==> src/design/bqsd_pkg.sv <==
// Package for the binary quadtree sequence decoder: geometry, stack entry,
// result and control types shared by all modules. No dependencies.
`timescale 1ns / 1ps
package bqsd_pkg;

    localparam int MAX_SIDE_LOG2   = 4;
    localparam int MAX_FRAMES_LOG2 = 4;
    localparam int STACK_DEPTH     = MAX_SIDE_LOG2 + MAX_FRAMES_LOG2;

    localparam logic [1:0] REG_SIDE   = 2'd0;
    localparam logic [1:0] REG_FRAMES = 2'd1;
    localparam logic [1:0] REG_LOW    = 2'd2;
    localparam logic [1:0] REG_HIGH   = 2'd3;

    typedef enum logic [1:0] {
        PH_NODE,
        PH_COLOUR,
        PH_CUT,
        PH_FLAG
    } t_phase;

    typedef enum logic [1:0] {
        ST_IDLE,
        ST_BIT,
        ST_FIN,
        ST_END
    } t_state;

    typedef struct packed {
        logic [3:0] col;
        logic [3:0] row;
        logic [3:0] frame;
        logic [2:0] sl;
        logic [2:0] fl;
    } t_geom;

    typedef struct packed {
        t_geom      geom;
        logic       spatial;
        logic [1:0] idx;
        logic       eq;
        logic       eqc;
    } t_split;

    typedef struct packed {
        logic [3:0] col;
        logic [3:0] row;
        logic [3:0] frame;
        logic [2:0] size_log2;
        logic [2:0] span_log2;
        logic [7:0] pixel_value;
        logic       block_done;
        logic       is_last;
    } t_result;

    typedef struct packed {
        logic [2:0] side_log2;
        logic [2:0] frames_log2;
        logic [7:0] low_value;
        logic [7:0] high_value;
    } t_cfg;

    typedef struct packed {
        logic [3:0] level;
        logic       active;
    } t_status;

    // Geometry of child k of a split region.
    function automatic t_geom child_geom(input t_geom g, input logic spatial,
                                         input logic [1:0] k);
        t_geom      c;
        logic [2:0] nl;
        logic [3:0] h;
        c  = g;
        nl = 3'd0;
        h  = 4'd0;
        if (spatial) begin
            nl   = g.sl - 3'd1;
            h    = 4'd1 << nl;
            c.sl = nl;
            if (k[0]) c.col = g.col + h;
            if (k[1]) c.row = g.row + h;
        end else begin
            nl   = g.fl - 3'd1;
            h    = 4'd1 << nl;
            c.fl = nl;
            if (k[0]) c.frame = g.frame + h;
        end
        return c;
    endfunction

endpackage

==> src/design/bqsd_front.sv <==
// Front end: two-entry queue that takes code bytes from the input side.
// Depends on bqsd_pkg.
`timescale 1ns / 1ps
module bqsd_front
    import bqsd_pkg::*;
(
    input  logic       i_clk,
    input  logic       i_rst_n,
    input  logic       i_push,
    input  logic [7:0] i_data,
    output logic       o_full,
    output logic       o_valid,
    output logic [7:0] o_data,
    input  logic       i_pop
);

    logic [7:0] r_mem [2];
    logic       r_wp, r_rp;
    logic [1:0] r_cnt;
    logic       wr, rd;

    assign o_full  = (r_cnt == 2'd2);
    assign o_valid = (r_cnt != 2'd0);
    assign o_data  = r_mem[r_rp];
    assign wr      = i_push && !o_full;
    assign rd      = i_pop && o_valid;

    always_ff @(posedge i_clk) begin
        if (!i_rst_n) begin
            r_wp  <= 1'b0;
            r_rp  <= 1'b0;
            r_cnt <= 2'd0;
        end else begin
            if (wr) r_wp <= !r_wp;
            if (rd) r_rp <= !r_rp;
            r_cnt <= r_cnt + {1'b0, wr} - {1'b0, rd};
        end
    end

    always_ff @(posedge i_clk) begin
        if (wr) r_mem[r_wp] <= i_data;
    end

endmodule

==> src/design/bqsd_outq.sv <==
// Result queue of four entries between the decoder and the result side.
// Depends on bqsd_pkg.
`timescale 1ns / 1ps
module bqsd_outq
    import bqsd_pkg::*;
(
    input  logic    i_clk,
    input  logic    i_rst_n,
    input  logic    i_push,
    input  t_result i_data,
    output logic    o_full,
    output logic    o_empty,
    output t_result o_data,
    input  logic    i_pop
);

    t_result    r_mem [4];
    logic [1:0] r_wp, r_rp;
    logic [2:0] r_cnt;
    logic       wr, rd;

    assign o_full  = (r_cnt == 3'd4);
    assign o_empty = (r_cnt == 3'd0);
    assign o_data  = r_mem[r_rp];
    assign wr      = i_push && !o_full;
    assign rd      = i_pop && !o_empty;

    always_ff @(posedge i_clk) begin
        if (!i_rst_n) begin
            r_wp  <= 2'd0;
            r_rp  <= 2'd0;
            r_cnt <= 3'd0;
        end else begin
            if (wr) r_wp <= r_wp + 2'd1;
            if (rd) r_rp <= r_rp + 2'd1;
            r_cnt <= r_cnt + {2'b0, wr} - {2'b0, rd};
        end
    end

    always_ff @(posedge i_clk) begin
        if (wr) r_mem[r_wp] <= i_data;
    end

endmodule

==> src/design/bqsd_core.sv <==
// Back end: bit-serial tree decoder with a split stack and a held result.
// Depends on bqsd_pkg.
`timescale 1ns / 1ps
module bqsd_core
    import bqsd_pkg::*;
(
    input  logic       i_clk,
    input  logic       i_rst_n,
    input  t_cfg       i_cfg,
    input  logic       i_byte_valid,
    input  logic [7:0] i_byte,
    output logic       o_byte_pop,
    input  logic       i_outq_full,
    output logic       o_res_push,
    output t_result    o_res,
    output t_status    o_status
);

    t_split     r_stack [STACK_DEPTH];
    t_state     r_state, n_state;
    t_phase     r_phase, n_phase;
    logic [3:0] r_level, n_level;
    logic       r_active, n_active;
    t_geom      r_cur, n_cur;
    logic [7:0] r_byte, n_byte;
    logic [2:0] r_bitcnt, n_bitcnt;
    logic       r_more, n_more;
    logic       r_fv_uni, n_fv_uni;
    logic       r_fv_col, n_fv_col;
    t_result    r_held, n_held;
    logic       r_held_v, n_held_v;

    logic       go, cbit, unit, emit, emit_col, psh, psh_sp, end_push;
    t_geom      emit_geom, ch, init;
    t_split     top, stk_wd;
    logic       stk_we;
    logic [2:0] stk_wa, top_a;
    logic [1:0] last, nidx;
    logic       eq_n, eqc_n;
    t_state     after;

    assign top_a = r_level[2:0] - 3'd1;
    assign top   = r_stack[top_a];
    assign go    = !i_outq_full;
    assign cbit  = r_byte[7];
    assign unit  = (r_cur.sl == 3'd0) && (r_cur.fl == 3'd0);
    assign after = r_more ? ST_BIT : ST_END;

    always_comb begin
        init       = '0;
        init.sl    = (i_cfg.side_log2 > 3'(MAX_SIDE_LOG2)) ?
                     3'(MAX_SIDE_LOG2) : i_cfg.side_log2;
        init.fl    = (i_cfg.frames_log2 > 3'(MAX_FRAMES_LOG2)) ?
                     3'(MAX_FRAMES_LOG2) : i_cfg.frames_log2;
    end

    always_comb begin
        n_state  = r_state;
        n_phase  = r_phase;
        n_level  = r_level;
        n_active = r_active;
        n_cur    = r_cur;
        n_byte   = r_byte;
        n_bitcnt = r_bitcnt;
        n_more   = r_more;
        n_fv_uni = r_fv_uni;
        n_fv_col = r_fv_col;
        n_held   = r_held;
        n_held_v = r_held_v;
        o_byte_pop = 1'b0;
        emit     = 1'b0;
        emit_col = 1'b0;
        emit_geom = r_cur;
        psh      = 1'b0;
        psh_sp   = 1'b0;
        end_push = 1'b0;
        stk_we   = 1'b0;
        stk_wa   = top_a;
        stk_wd   = top;
        last     = top.spatial ? 2'd3 : 2'd1;
        nidx     = top.idx + 2'd1;
        ch       = child_geom(top.geom, top.spatial, nidx);
        if (top.idx == 2'd0) begin
            eq_n  = r_fv_uni;
            eqc_n = r_fv_uni && r_fv_col;
        end else begin
            eq_n  = top.eq && r_fv_uni && (r_fv_col == top.eqc);
            eqc_n = top.eqc;
        end

        unique case (r_state)
            ST_IDLE: begin
                if (go && i_byte_valid) begin
                    o_byte_pop = 1'b1;
                    n_byte     = i_byte;
                    n_bitcnt   = 3'd0;
                    n_state    = ST_BIT;
                    if (!r_active) begin
                        n_cur    = init;
                        n_level  = 4'd0;
                        n_phase  = PH_NODE;
                        n_active = 1'b1;
                    end
                end
            end
            ST_BIT: begin
                if (go) begin
                    n_byte   = r_byte << 1;
                    n_bitcnt = r_bitcnt + 3'd1;
                    n_more   = (r_bitcnt != 3'd7);
                    n_state  = (r_bitcnt == 3'd7) ? ST_END : ST_BIT;
                    unique case (r_phase)
                        PH_NODE: begin
                            if (unit) begin
                                emit     = 1'b1;
                                emit_col = cbit;
                                n_fv_uni = 1'b1;
                                n_fv_col = cbit;
                                n_state  = ST_FIN;
                            end else if (cbit) begin
                                n_phase = PH_COLOUR;
                            end else if (r_cur.sl != 3'd0 && r_cur.fl != 3'd0) begin
                                n_phase = PH_CUT;
                            end else begin
                                psh    = 1'b1;
                                psh_sp = (r_cur.fl == 3'd0);
                            end
                        end
                        PH_COLOUR: begin
                            emit     = 1'b1;
                            emit_col = cbit;
                            n_fv_uni = 1'b1;
                            n_fv_col = cbit;
                            n_state  = ST_FIN;
                        end
                        PH_CUT: begin
                            psh    = 1'b1;
                            psh_sp = !cbit;
                        end
                        PH_FLAG: begin
                            if (cbit) begin
                                emit     = 1'b1;
                                emit_col = !top.eqc;
                                n_fv_uni = 1'b0;
                                n_state  = ST_FIN;
                            end else if (r_cur.sl != 3'd0 && r_cur.fl != 3'd0) begin
                                n_phase = PH_CUT;
                            end else begin
                                psh    = 1'b1;
                                psh_sp = (r_cur.fl == 3'd0);
                            end
                        end
                        default: ;
                    endcase
                end
            end
            ST_FIN: begin
                if (go) begin
                    if (r_level == 4'd0) begin
                        // Tree closed: the block ends and the rest of the byte is dropped.
                        n_active = 1'b0;
                        n_phase  = PH_NODE;
                        n_held.block_done = 1'b1;
                        n_state  = ST_END;
                    end else if (top.idx == last) begin
                        n_level  = r_level - 4'd1;
                        n_fv_uni = 1'b0;
                    end else begin
                        stk_we     = 1'b1;
                        stk_wd.idx = nidx;
                        stk_wd.eq  = eq_n;
                        stk_wd.eqc = eqc_n;
                        n_cur      = ch;
                        if (nidx == last && eq_n) begin
                            if (ch.sl == 3'd0 && ch.fl == 3'd0) begin
                                emit      = 1'b1;
                                emit_geom = ch;
                                emit_col  = !eqc_n;
                            end else begin
                                n_phase = PH_FLAG;
                                n_state = after;
                            end
                        end else begin
                            n_phase = PH_NODE;
                            n_state = after;
                        end
                    end
                end
            end
            ST_END: begin
                if (go) begin
                    end_push = r_held_v;
                    n_held_v = 1'b0;
                    n_state  = ST_IDLE;
                end
            end
            default: n_state = ST_IDLE;
        endcase

        if (psh) begin
            stk_we         = 1'b1;
            stk_wa         = r_level[2:0];
            stk_wd.geom    = r_cur;
            stk_wd.spatial = psh_sp;
            stk_wd.idx     = 2'd0;
            stk_wd.eq      = 1'b0;
            stk_wd.eqc     = 1'b0;
            n_level        = r_level + 4'd1;
            n_cur          = child_geom(r_cur, psh_sp, 2'd0);
            n_phase        = PH_NODE;
        end

        if (emit) begin
            n_held_v             = 1'b1;
            n_held.col           = emit_geom.col;
            n_held.row           = emit_geom.row;
            n_held.frame         = emit_geom.frame;
            n_held.size_log2     = emit_geom.sl;
            n_held.span_log2     = emit_geom.fl;
            n_held.pixel_value   = emit_col ? i_cfg.low_value : i_cfg.high_value;
            n_held.block_done    = 1'b0;
            n_held.is_last       = 1'b0;
        end
    end

    // The held result goes out once it is known whether it ends the byte.
    assign o_res_push = (emit && r_held_v) || end_push;
    always_comb begin
        o_res         = r_held;
        o_res.is_last = end_push;
    end

    assign o_status.level  = r_level;
    assign o_status.active = r_active;

    always_ff @(posedge i_clk) begin
        if (!i_rst_n) begin
            r_state  <= ST_IDLE;
            r_phase  <= PH_NODE;
            r_level  <= 4'd0;
            r_active <= 1'b0;
            r_held_v <= 1'b0;
        end else begin
            r_state  <= n_state;
            r_phase  <= n_phase;
            r_level  <= n_level;
            r_active <= n_active;
            r_held_v <= n_held_v;
        end
    end

    always_ff @(posedge i_clk) begin
        r_cur    <= n_cur;
        r_byte   <= n_byte;
        r_bitcnt <= n_bitcnt;
        r_more   <= n_more;
        r_fv_uni <= n_fv_uni;
        r_fv_col <= n_fv_col;
        r_held   <= n_held;
        if (stk_we) r_stack[stk_wa] <= stk_wd;
    end

endmodule

==> src/design/binary_quadtree_sequence_decoder.sv <==
// Top level of the binary quadtree sequence decoder: configuration registers,
// byte queue, decoder core and result queue. Depends on bqsd_pkg and submodules.
//
//  Channel   Direction  Handshake             Payload
//  input     in         push / full           i_code_byte
//  result    out        empty / pop           o_col .. o_is_last
//  config    in         i_cfg_we (no wait)    i_cfg_idx, i_cfg_data
//
// A byte passes through a load step, a step per code bit used, a finish step
// per region completed by a bit plus one per closed stack level and inferred
// pixel, and a closing step; when the first bit closes the block the rest of
// the byte is dropped.
// Reset clears all control state; the split stack needs no clearing.
// The core stalls while the result queue is full; the byte queue keeps
// taking bytes until its two entries are used.
`timescale 1ns / 1ps
module binary_quadtree_sequence_decoder
    import bqsd_pkg::*;
(
    input  logic       i_clk,
    input  logic       i_rst_n,
    input  logic       push,
    output logic       full,
    input  logic [7:0] i_code_byte,
    output logic       empty,
    input  logic       pop,
    output logic [3:0] o_col,
    output logic [3:0] o_row,
    output logic [3:0] o_frame,
    output logic [2:0] o_size_log2,
    output logic [2:0] o_span_log2,
    output logic [7:0] o_pixel_value,
    output logic       o_block_done,
    output logic       o_is_last,
    input  logic       i_cfg_we,
    input  logic [1:0] i_cfg_idx,
    input  logic [7:0] i_cfg_data
);

    t_cfg       r_cfg;
    logic       byte_valid, byte_pop, res_push, outq_full;
    logic [7:0] byte_data;
    t_result    res_in, res_out;
    t_status    status;

    always_ff @(posedge i_clk) begin
        if (!i_rst_n) begin
            r_cfg.side_log2   <= 3'd2;
            r_cfg.frames_log2 <= 3'd2;
            r_cfg.low_value   <= 8'd0;
            r_cfg.high_value  <= 8'd255;
        end else if (i_cfg_we) begin
            case (i_cfg_idx)
                REG_SIDE:   r_cfg.side_log2   <= i_cfg_data[2:0];
                REG_FRAMES: r_cfg.frames_log2 <= i_cfg_data[2:0];
                REG_LOW:    r_cfg.low_value   <= i_cfg_data;
                REG_HIGH:   r_cfg.high_value  <= i_cfg_data;
                default: ;
            endcase
        end
    end

    bqsd_front u_front (
        .i_clk   (i_clk),
        .i_rst_n (i_rst_n),
        .i_push  (push),
        .i_data  (i_code_byte),
        .o_full  (full),
        .o_valid (byte_valid),
        .o_data  (byte_data),
        .i_pop   (byte_pop)
    );

    bqsd_core u_core (
        .i_clk        (i_clk),
        .i_rst_n      (i_rst_n),
        .i_cfg        (r_cfg),
        .i_byte_valid (byte_valid),
        .i_byte       (byte_data),
        .o_byte_pop   (byte_pop),
        .i_outq_full  (outq_full),
        .o_res_push   (res_push),
        .o_res        (res_in),
        .o_status     (status)
    );

    bqsd_outq u_outq (
        .i_clk   (i_clk),
        .i_rst_n (i_rst_n),
        .i_push  (res_push),
        .i_data  (res_in),
        .o_full  (outq_full),
        .o_empty (empty),
        .o_data  (res_out),
        .i_pop   (pop)
    );

    assign o_col         = res_out.col;
    assign o_row         = res_out.row;
    assign o_frame       = res_out.frame;
    assign o_size_log2   = res_out.size_log2;
    assign o_span_log2   = res_out.span_log2;
    assign o_pixel_value = res_out.pixel_value;
    assign o_block_done  = res_out.block_done;
    assign o_is_last     = res_out.is_last;

    // A region that closes a block always ends the byte that caused it.
    a_done_is_last: assert property (@(posedge i_clk) disable iff (!i_rst_n)
        (!empty && o_block_done) |-> o_is_last)
        else $error("block_done result not marked last of its byte");

    // The split stack never grows past the deepest tree.
    a_level_bound: assert property (@(posedge i_clk) disable iff (!i_rst_n)
        status.level <= 4'(STACK_DEPTH))
        else $error("split stack level out of range");

    // With no block open the stack is empty.
    a_idle_level: assert property (@(posedge i_clk) disable iff (!i_rst_n)
        !status.active |-> (status.level == 4'd0) || $past(status.active))
        else $error("stack left open after block end");

    // Nothing is queued right after reset.
    a_reset_empty: assert property (@(posedge i_clk)
        (i_rst_n && $past(!i_rst_n)) |-> (empty && !full))
        else $error("queues not empty after reset");

endmodule

==> config.mk <==
export PLATFORM = sky130hd
export DESIGN_NAME = binary_quadtree_sequence_decoder
export DESIGN_NICKNAME = d
export VERILOG_FILES = /design/src/design/bqsd_pkg.sv /design/src/design/bqsd_front.sv /design/src/design/bqsd_outq.sv /design/src/design/bqsd_core.sv /design/src/design/binary_quadtree_sequence_decoder.sv
export SDC_FILE = /design/constraint.sdc
export NUM_CORES = 1
export LEC_CHECK = 0
export BUFFER_PORTS_ARGS = -buffer_cell sky130_fd_sc_hd__clkbuf_2
export CAP_MARGIN = 30
export CORE_AREA = 2 2 184 204
export CTS_CLUSTER_DIAMETER = 120
export DETAILED_ROUTE_END_ITERATION = 8
export DIE_AREA = 0 0 186 206
export PLACE_DENSITY_LB_ADDON = 0.2
export RECOVER_POWER = 25
export SYNTH_ARGS = -nofsm -noshare
export SYNTH_HDL_FRONTEND = slang
export SYNTH_SLANG_ARGS = --single-unit
==> constraint.sdc <==
create_clock -name i_clk -period 10.1 [get_ports i_clk]
set_input_delay 1.515 -clock i_clk [delete_from_list [all_inputs] [get_ports i_clk]]
set_output_delay 1.515 -clock i_clk [all_outputs]
set_load 0.01 [all_outputs]
==> impl_metrics.yaml, run 1 <==
yosys:
  ys_seq_elements: 417
  syn_area_per_cell_sq_um: 15.8
  netlist.area_leader.share_pct: 61.8
  yosys_warnings: 0
  synthesis.area_sq_um: 18000
  synth_area_leaders: "edfxtp_1, mux4_2, dfxtp_1"
  async_flop_share_pct: 0
  yosysSeqAreaShare_pct: 67.0
  synth_top_family_by_area: "multiplexers"
  muxShareOfSynthArea_pct: 13.6
  synth-simple-area-share_pct: 7.13
  synth-compound-area-share_pct: 4.88
  netlist_instances: 1135
  synthAdderAreaFrac_pct: 3.65
  synth-edff-count: 370
  synthFlopType: "edfxtp_1"
  synthXorXnorAreaFrac_pct: 1.47
  yosysTopAreaCell: "edfxtp_1"
  yosysUniqueCellTypes: 72
  syn_nets: 1208
route:
  ant_nets: 0
  vias: 9487
  initialDrtViolationCount: 632
  firstDrtPassIters: 6
  drt-total-wl_mm: 34.6
  drc: 0
  post_drt_wl_per_cell_um: 20.0
  drt-vias-per-instance: 5.50
clock_tree:
  cts_buffers: 41
  hold_buffers: 0
  h-tree-depth: 2
  clk_latency_ps: 550
  postCtsSetupBuffers: 0
  cts_buffer_depth: 3
  path_clk_slew_ps: 60
  cts_sinks: 417
  cts_resized: 0
  cts-root-buf: "clkbuf_16"
  cts_tree: "built"
pwr:
  ir_drop_uv: 140
  finalPower_mw: 5.31
  powerDensity_nw_per_um2: 263
  power_leakage_nw: 6.98
floorplanning:
  ios: 53
  dieArea_sq_um: 38300
  initial_core_util_pct: 49.2
  die_w_um: 186
  die_h_um: 206
  core_area_sq_um: 36600
  rows: 74
finish:
  post-route-cell-area_sq_um: 20200
  layout_common_cells: "edfxtp_1, nand2_1, mux4_2"
  area_growth_pct: 12.1
  drive_gt1_share_pct: 19.2
  nets: 1272
  layout.cells.non_filler: 1726
  diodes: 0
  final_common_cell: "edfxtp_1"
  fin_util_pct: 55.1
timing:
  max_freq_mhz: 169
  rsz0062_at_grt: "no"
  setup_ws_ps: 4180
  drv_slew: 0
  timing.hold.ws_ps: 474
  clock_skew_ps: 19.6
  hold_violations: 0
  slew-limit-headroom_pct: 0.265
  fin_crit_ps: 5920
  setup_tns_ps: 0
  worst_pin_slew_ps: 1500
  final-setup-viol-count: 0
  timing.final.crit_share_pct: 58.6
placed_design:
  portBuffers: 52
  dp_slack_ps: 4070
  dp.cells: 1649
  place_congestion: 0.817
  dpl.hpwl_mm: 22.1
  place_area_sq_um: 18800
grt:
  gr-total-overflow: 0
  use_met2_pct: 31.7
  antenna_found_initial: 0
  grt_pass1_wl_mm: 53.5
  grt_max_degree: 59
  grt_usage_pct: 18.4
  first_global_vias: 9464
  grt_util_met3_pct: 2.71
  gr-usage-met1_pct: 24.5
  grt-busiest-layer: "met2"
worst_setup_path:
  cp_num_buf_inv: 4
  critical_path.max_fanout: 58
  cp.arrival_ps: 6350
  crit_type: "reg2reg"
  worstPathRequired_ps: 10530
  cp_slowest_stage_delay_ps: 670
  start_kind: "flop"
  cpMaxStageDelayCell: "buf_4"
  end_kind: "flop"
  path_cells: "buf_4, inv_2, ha_2, buf_4, inv_1, mux4_1, mux2i_1, ha_1, nand2b_1, nand3_1, and4b_2, o31a_1, ha_1, fa_1, xnor2_1, and2_1"
  cp_top_family: "buffers and inverters"
worst_hold_path:
  min_path_type: "reg2reg"
outcome:
  status: "finished, final reports clean"
job:
  drv_cap: 0
-- cells in the mapped netlist (all sizes together), types with 4 or more instances --
cell / instances
nor2b: 13
a21oi: 35
nor3: 14
nor3b: 10
nand2: 85
xnor2: 16
fa: 4
edfxtp: 370
and3: 5
nand2b: 6
nor2: 59
o21ai: 35
nand4: 4
a31oi: 12
mux2i: 57
and2: 36
o22ai: 4
ha: 46
xor2: 10
clkbuf: 29
inv: 45
mux2: 22
buf: 20
o21a: 5
dfxtp: 47
nand3: 21
mux4: 71
a211oi: 6
-- worst min-delay path: stages, from the launching register on --
cell and delay, ps:
dfxtp_1 310, nand2_1 50, nand3_1 60
-- sequential cells by signal (all words and copies together) (netlist names), named ones only --
name and count:
u_front.r_rp 1, u_core.r_held_v 1, u_outq.r_cnt 3, u_outq.r_mem 112
u_core.o_res 27, u_core.r_more 1, u_core.r_state 2, u_core.r_cur 18
u_core.r_level 4, u_core.r_fv_uni 1, u_core.r_fv_col 1, u_front.r_wp 1
u_front.r_mem 16, u_core.r_bitcnt 3, u_core.r_active 1, u_front.r_cnt 2
u_core.r_phase 2, u_core.r_byte 8, u_outq.r_rp 2, u_outq.r_wp 2
r_cfg 22, u_core.r_stack 184
-- final cells by class --
class / count / area, sq um
clock buffers: 46 / 1050
clock inverters: 30 / 297
fillers: 2909 / 16400
inverters: 46 / 173
multi-input cells: 623 / 5540
flip-flops and latches: 417 / 12100
well taps: 494 / 618
repair buffers: 70 / 410
-- report_power, final --
part	switching (mW)	leakage [nW]	internal, mW
logic	0.942	2.59	0.584
clock network	0.628	0.657	0.884
registers	0.0840	3.74	2.18
-- metal layers --
layer / part of all wire (%) / vias up
met3: 4.5 / 48
met2: 50 / 196
met4: 1.9 / 0
met1: 44 / 4780
met5: 0 / -
li1: - / 4463
-- cells by family (layout without fill, tap and decap cells) --
kind of cell | Yosys count | after routing
DFF | 417 | 417
and+or+nand+nor | 262 | 262
muxes | 150 | 150
AOI/OAI and AO/OA | 135 | 135
buffers and inverters | 95 | 192
adders and majority gates | 50 | 50
xor gates and xnor gates | 26 | 26
-- worst paths after layout --
path                      to              start  slack [ps]  cells after the start
max reg2reg  u_outq.r_cnt[2]  u_core.r_level[0]        4180                     16
min reg2reg         r_cfg[3]           r_cfg[3]         470                      2
max          u_outq.r_cnt[2]  u_core.r_level[0]        4180                     16
min                 r_cfg[3]           r_cfg[3]         470                      2
Note: power is estimated with default switching activity, not from simulation.
==> inputs of run 2 (changes only) <==
clock period = 5.1 ns   (was 10.1 ns; I/O delays follow)
==> impl_metrics.yaml, run 2 (synthesis results as in run 1) <==
clock_tree:
  cts_buffer_depth: 3
  clk_latency_ps: 550
  cts_resized: 0
  postCtsSetupBuffers: 0
  cts_tree: "built"
  path_clk_slew_ps: 60
  hold_buffers: 0
  h-tree-depth: 2
  cts_sinks: 417
  cts-root-buf: "clkbuf_16"
  cts_buffers: 41
route:
  drt-vias-per-instance: 5.51
  vias: 9544
  firstDrtPassIters: 4
  initialDrtViolationCount: 769
  drt-total-wl_mm: 34.6
  post_drt_wl_per_cell_um: 20.0
  ant_nets: 0
  drc: 0
job:
  drv_cap: 1
worst_setup_path:
  critical_path.max_fanout: 16
  crit_type: "reg2reg"
  end_kind: "flop"
  reg2reg_from: "u_core.r_level[1]"
  endpoint: "u_core.o_res[23]"
  start_kind: "flop"
  r2r_slack_ps: 540
  startpoint: "u_core.r_level[1]"
  r2r-end: "u_core.o_res[23]"
  worstPathRequired_ps: 5380
  rr_worst_depth: 16
  cp.arrival_ps: 4840
pwr:
  ir_drop_uv: 296
  powerDensity_nw_per_um2: 518
  power_leakage_nw: 6.99
floorplanning:
  die_h_um: 206
  initial_core_util_pct: 49.2
  die_w_um: 186
  rows: 74
  dieArea_sq_um: 38300
  ios: 53
  core_area_sq_um: 36600
timing:
  timing.hold.ws_ps: 414
  setup_tns_ps: 0
  fin_crit_ps: 4560
  max_freq_mhz: 220
  timing.final.crit_share_pct: 89.3
  worst_pin_slew_ps: 1490
  final-setup-viol-count: 0
  clock_skew_ps: 27.2
  rsz0062_at_grt: "no"
  drv_slew: 0
  hold_violations: 0
  slew-limit-headroom_pct: 0.478
placed_design:
  portBuffers: 52
  place_congestion: 0.846
  dpl.hpwl_mm: 22.4
  place_area_sq_um: 18900
grt:
  grt_pass1_wl_mm: 53.8
  grt_max_degree: 48
  gr-total-overflow: 0
  grt_usage_pct: 18.5
  gr-usage-met1_pct: 24.7
  antenna_found_initial: 0
  grt_util_met3_pct: 2.87
  grt-busiest-layer: "met2"
  first_global_vias: 9458
  use_met2_pct: 31.0
finish:
  post-route-cell-area_sq_um: 20100
  nets: 1283
  area_growth_pct: 11.9
  multi_input_area_sq_um: 5540
  regMostFlops: "u_core.r_stack"
  final_common_cell: "edfxtp_1"
  layout_common_cells: "edfxtp_1, nand2_1, mux4_2"
  fillers: 2907
  diodes: 0
  largest_register_ffs: 184
  seqCellArea_sq_um: 12100
  drive_gt1_share_pct: 19.0
outcome:
  status: "finished, violations left"
  violations: "max-capacitance violations"
worst_hold_path:
  hold_path.startpoint: "i_code_byte[7]"
  min_path_type: "in2reg"
-- run 2: cell types whose count changed in the layout (fill, tap and decap cells not counted), sizes merged --
cell,change
clkinv,-3
bufinv,-3
clkbuf,+5
buf,+11
clkinvlp,-3
-- run 2: area by class of cell --
cell class | count | area share (%)
Multi-Input combinational cell | 623 | 27.5
Clock inverter | 21 | 0.783
Tap cell | 494 | 3.07
Inverter | 46 | 0.858
Timing Repair Buffer | 81 | 2.40
Clock buffer | 51 | 5.49
Sequential cell | 417 | 59.9
-- run 2: how the worst min path moves through the flow --
stage | cells after the start | endpoint
6_report | 1 | u_front.r_mem[1][7]
5_1_grt | 1 | u_front.r_mem[1][4]
4_1_cts | 1 | u_front.r_mem[1][2]
3_5_place_dp | 2 | r_cfg[0]
3_3_place_gp | 2 | r_cfg[5]
2_1_floorplan | 2 | r_cfg[20]
-- run 2: stage by stage --
| stage | std cells | util [%] | setup WS, ps | power (mW) |
|---|---|---|---|---|
| floorplan | 1135 | - | 662 | 6.74 |
| global placement | 1660 | 51.6 | 671 | 7.57 |
| detailed placement | 1661 | 51.6 | 566 | 7.65 |
| CTS | 1733 | 55.1 | 544 | 10.5 |
| global route | 1733 | 55.0 | 235 | 11.0 |
| finish | 1733 | 55.0 | 544 | 10.4 |
-- run 2: metal layers --
| metal | vias to the layer above | wire length, um |
|---|---|---|
| met1 | 4759 | 15300 |
| met5 | - | 0 |
| met2 | 239 | 16800 |
| met3 | 65 | 1610 |
| li1 | 4481 | - |
| met4 | 0 | 961 |
-- run 2: report_power, final --
part	internal [mW]	total, mW	leakage [nW]	switching, mW
Clock	1.64	2.86	0.627	1.22
Sequential	4.33	4.49	3.74	0.160
Combinational	1.18	3.07	2.63	1.89
Total	7.15	10.4	6.99	3.27
-- run 2: critical path, stage by stage, from the launching register on --
cell and delay, ps:
dfxtp_1 410, inv_1 100, ha_2 590, buf_4 290
mux2i_1 100, mux4_2 570, ha_1 260, xnor2_1 300
nand2b_1 300, inv_1 100, ha_1 300, a21o_1 170
a21oi_1 160, xnor2_1 130, nor2_1 70, xnor2_1 140
mux2_2 280
